**config.mk**
```make
export PLATFORM = sky130hd
export DESIGN_NAME = iosh_ram
export DESIGN_NICKNAME = d
export VERILOG_FILES = /design/src/iosh_ram.sv
export SDC_FILE = /design/constraint.sdc
export NUM_CORES = 2
export LEC_CHECK = 0
export ABC_AREA = 1
export BUFFER_PORTS_ARGS = -buffer_cell sky130_fd_sc_hd__buf_4
export CAP_MARGIN = 40
export CORE_MARGIN = 2
export CORE_UTILIZATION = 50
export DETAILED_ROUTE_END_ITERATION = 8
export PLACE_DENSITY = 0.65
export SETUP_SLACK_MARGIN = 0.15
export SYNTH_ARGS = -nofsm -noshare
export SYNTH_HDL_FRONTEND = slang
export SYNTH_SLANG_ARGS = --single-unit
export TNS_END_PERCENT = 1
```
**constraint.sdc**
```tcl
create_clock -name i_clk -period 11 [get_ports i_clk]
set_input_delay 1.65 -clock i_clk [delete_from_list [all_inputs] [get_ports i_clk]]
set_output_delay 1.65 -clock i_clk [all_outputs]
set_load 0.01 [all_outputs]
```
**src/iosh_ram.sv**
```systemverilog
// ----------------------------------------------------------------------------
// iosh_ram: generic simple dual-port RAM
// One write port and one read port; read data is registered.
// ----------------------------------------------------------------------------
module iosh_ram #(
    parameter int WIDTH = 64,
    parameter int DEPTH = 40
) (
    input  logic                     i_clk,
    input  logic                     i_we,
    input  logic [$clog2(DEPTH)-1:0] i_waddr,
    input  logic [WIDTH-1:0]         i_wdata,
    input  logic [$clog2(DEPTH)-1:0] i_raddr,
    output logic [WIDTH-1:0]         o_rdata
);

    logic [WIDTH-1:0] r_mem [DEPTH];
    logic [WIDTH-1:0] r_rdata;

    always_ff @(posedge i_clk) begin
        if (i_we) begin
            r_mem[i_waddr] <= i_wdata;
        end
        r_rdata <= r_mem[i_raddr];
    end

    assign o_rdata = r_rdata;

endmodule

```
### Yosys cells after proc, flatten, opt, wreduce, memory -nomap -nowiden

Memories as Yosys holds them, arrays and structs flattened. A register that Yosys moved wholly into a read port is not among the register bits.
Cells that the tools add are included.

| cells by class | value |
|---|---|
| muxes and demuxes | 2 |

Operator list:

| operator | count |
|---|---|
| $mux W1 | 2 |

| word-level totals | value |
|---|---|
| register bits | 0 |
| bits in writable memories | 2560 |
| output and inout bits | 64 |
| memories kept | 1 |

Memory list:

| memory | depth | width | read ports | clocked after Yosys merged registers in | write ports | line | text |
|---|---|---|---|---|---|---|---|
| r_mem | 40 | 64 | 1 | 1 | 1 | 17 | `logic [WIDTH-1:0] r_mem [DEPTH];` |

### Longest topological paths before layout

| depth | value |
|---|---|
| depth in word-level cells | 2 |
| depth in mapped cells | 13 |

### Least setup slack after synthesis

No wires, ideal clock.

| timing | value |
|---|---|
| path type | input -> register |
| start point | input port i_we |
| end point | memory r_mem[18][0] (enable) |
| setup time | 646 ps |
| arrival | 8315 ps |
| required time | 10354 ps |
| path slack | 2039 ps |
| stages | 3 |
| buffers on the path | 1 |
| cells stage by stage | clkbuf_1 > nand4_1 > nor4_1 |

| between the ends | value |
|---|---|
| longest elaborated chain between the ends | 2 |

Ends and longest elaborated chain:

| item | line | text |
|---|---|---|
| start, declared | 10 | `input logic i_we,` |
| $mux W1 | 21 | `if (i_we) begin` |
| $mux W1 (implied by the code) | 22 | `r_mem[i_waddr] <= i_wdata;` |
| end, declared | 17 |  |

Every way passes these cells.

==> metrics.md <==
| Metric | Value |
|---|---|
| Status | finished clean |
| Most common cell after layout, fill and taps aside | edfxtp_1 |
| Peak Freq | 212 MHz |
| CTS clk-pin slew, worst paths | about 0.06 ns |
| Post-synthesis xor/xnor area fraction | 0% |
| Kind of critical path | input port to flop |
| Crit path launch type | input port |
| Avg WL per Cell | between 20 and 30 um |
| RSZ-0062 raised after global routing | false |
| Number of port buffers | 141 |
| P&R area growth vs syn | 12.5% |
| Antenna violations before repair | 16 |
| Most frequent cells in the layout | edfxtp_1, nand2_1, nand3_1, clkbuf_16, buf_4 |
| IO Pins | around 140 |
| Slew @ Worst Pin | between 1 and 1.5 ns |
| Initial core utilization | 50.4% |
| Register area share after synthesis | 75.7% |
| H-tree depth | 5 |
| Util after Layout | between 50% and 60% |
| Pwr dens | ~180 nW/um^2 |
| CTS Buffer Depth | 4 |
| FF+latch area | slightly below 80,000 sq um |
| Clk_lat worst skew | ~0.93 ns |
| GRT Overall Usage | around 28% |
| Layout cells sized above 1 | under 10% |
| CP Cell Sequence | buf_8, buf_12, buf_4, buf_4, nand2_1, nand3_1, nand3_1, nand3_1, nand3_1, nand2_1, nand2_1, nand2_1 |
| GPL Wtd Cong | a little under 0.8 |
| Max incr delay on CP | between 0.8 and 0.9 ns |
| Post-DP HPWL | around 150,000 um |
| LEAKAGE | 40.5 nW |
| Setup Fix Bufs, Post-CTS | 0 |
| Worst hold start | r_mem[36][30] |
| Tot Pwr | 21.4 mW |
| Hold slack | a little over 0.6 ns |
| Cells after Synth | a little over 8,000 |
| Syn. warnings | 0 |
| Largest family of logic cells by synthesized area | simple AND/OR/NAND/NOR gates |
| TritonCTS Buffers | approximately 280 |
| DR iter-0 viols | about 10,000 |
| Largest net degree at the start of global routing | around 220 |
| Grt ovf | 0 |
| Post-Synth Adder-Cell Area | 0% |
| Net Count, Synth | ~8,400 |
| Yosys cell types | 20 |
| Clock Root Buffer | clkbuf_16 |
| DRT antenna net count | 0 |
| CP max-delay cell | buf_4 |
| WL final | a little over 300,000 um |
| Final Cycle Share | 43.0% |
| Hold_buf cts | 0 |
| Hold Path Class | flop to flop |
| CTS resizes | 0 |
| Total core area | between 200,000 and 250,000 sq um |
| CP startpoint | i_raddr[0] |
| Final slew viol count | 0 |
| Die footprint | between 200,000 and 250,000 sq um |
| Final setup TNS | 0 ns |
| Seq cells post-synth | about 2,600 |
| Synth Area in Simple Gates | 18.8% |
| Multiplexer share of the synthesized area | 0% |
| Drc violations | 0 |
| Die Wd | 458 um |
| Compound-cell area share of the yosys netlist | under 10% |
| CTS tree | yes |
| Cell Area, Synth | 103,000 sq um |
| Count of nets after finishing | around 8,400 |
| Vias in the first global route | between 60,000 and 70,000 |
| Reg2reg start | r_mem[1][13] |
| Multi-input logic area | around 22,000 sq um |
| First-pass GRT wire length | between 400,000 and 500,000 um |
| DR vias/cell | between 6 and 7 |
| FILL cells | about 16,000 |
| Die extent in y | 458 um |
| Via count | 67,952 |
| Final Hold Fails | 0 |
| Worst Setup End Kind | flop |
| Final setup fails | 0 |
| Worst vdd ir | about 0.18 mV |
| Critical Path RT | ~12 ns |
| Max_slew headroom | ~17% |
| Tmin final | 4.73 ns |
| DRT Pass-1 Iters | 7 |
| Max Cap Viol | 0 |
| Syn Area/Cell | between 10 and 15 sq um |
| Row count | 166 |
| Worst Path Max Fanout | about 160 |
| Worst path arrival time | 5.59 ns |
| CTS Sinks | between 2,000 and 3,000 |
| Setup Skew | roughly 0.06 ns |
kinds of logic (layout without fill, tap and decap cells):
family,count (synthesis),after routing
compound gates,505,505
buf+inv,625,876
flops,2624,2624
other cells,0,13
simple gates,4522,4522
cells in the mapped netlist:
cell      instances  area [sq um]
o221ai_1          7          61.3
nor2_1          288          1080
edfxtp_1       2560         76900
clkbuf_1        213           800
o211ai_1          7          52.6
o21ai_1         114           571
inv_1            68           255
buf_6             9           101
nand3_1        1873          9370
nor3_1            4          20.0
inv_2             4          15.0
buf_1            72           270
o21ai_0         256          1280
nand2_1        2344          8800
buf_4            86           646
o22ai_1         121           757
buf_2           173           866
nor4_1            6          37.5
nand4_1           7          43.8
dfxtp_1          64          1280
stage by stage:
step,cell area [sq um],instances,setup WS (ns)
after floorplan,103000,8276,2.04
after global placement,106000,10692,5.49
after detailed placement,107000,10725,5.45
after CTS,116000,11215,6.38
after global routing,116000,11219,6.04
final,116000,11228,6.27
power by group:
group	switching (mW)	internal, mW	leakage (nW)
combinational	0.876	0.314	12.7
clock	3.74	5.35	4.27
sequential	0.0639	11.1	23.6
sequential cells by signal (all words and copies together) (netlist names):
register	flops
r_mem	2560
o_rdata	64
path summary, 6_finish.rpt:
kind	slack, ns	end	cells past startpoint
setup reg to reg	9.49	o_rdata[13]	8
hold / removal	0.62	o_rdata[30]	4
hold reg to reg	0.62	o_rdata[30]	4
setup / recovery	6.27	o_rdata[3]	12
routing by layer:
metal  up-vias  part of all wire (%)  GRT usage, %
li1      29769                     -             -
met2      3920                    47          45.2
met1     33564                    38          38.7
met5         -                 0.018             0
met3       691                    11          5.15
met4         8                   4.0          11.3
cell type report:
cell class,instances,area share (%)
antenna,13,0.0280
multi-input combinational,5027,19.3
sequential,2624,67.3
tap,2688,2.90
clock buffer,410,6.97
inverter,72,0.261
timing repair buffer,314,2.68
clock inverter,80,0.577
critical path, delay by kind of cell:
family,cells,cell delay (ns)
buf+inv,4,2.67
simple gates,8,0.94
No activity file was read; power rests on OpenSTA's default activity.
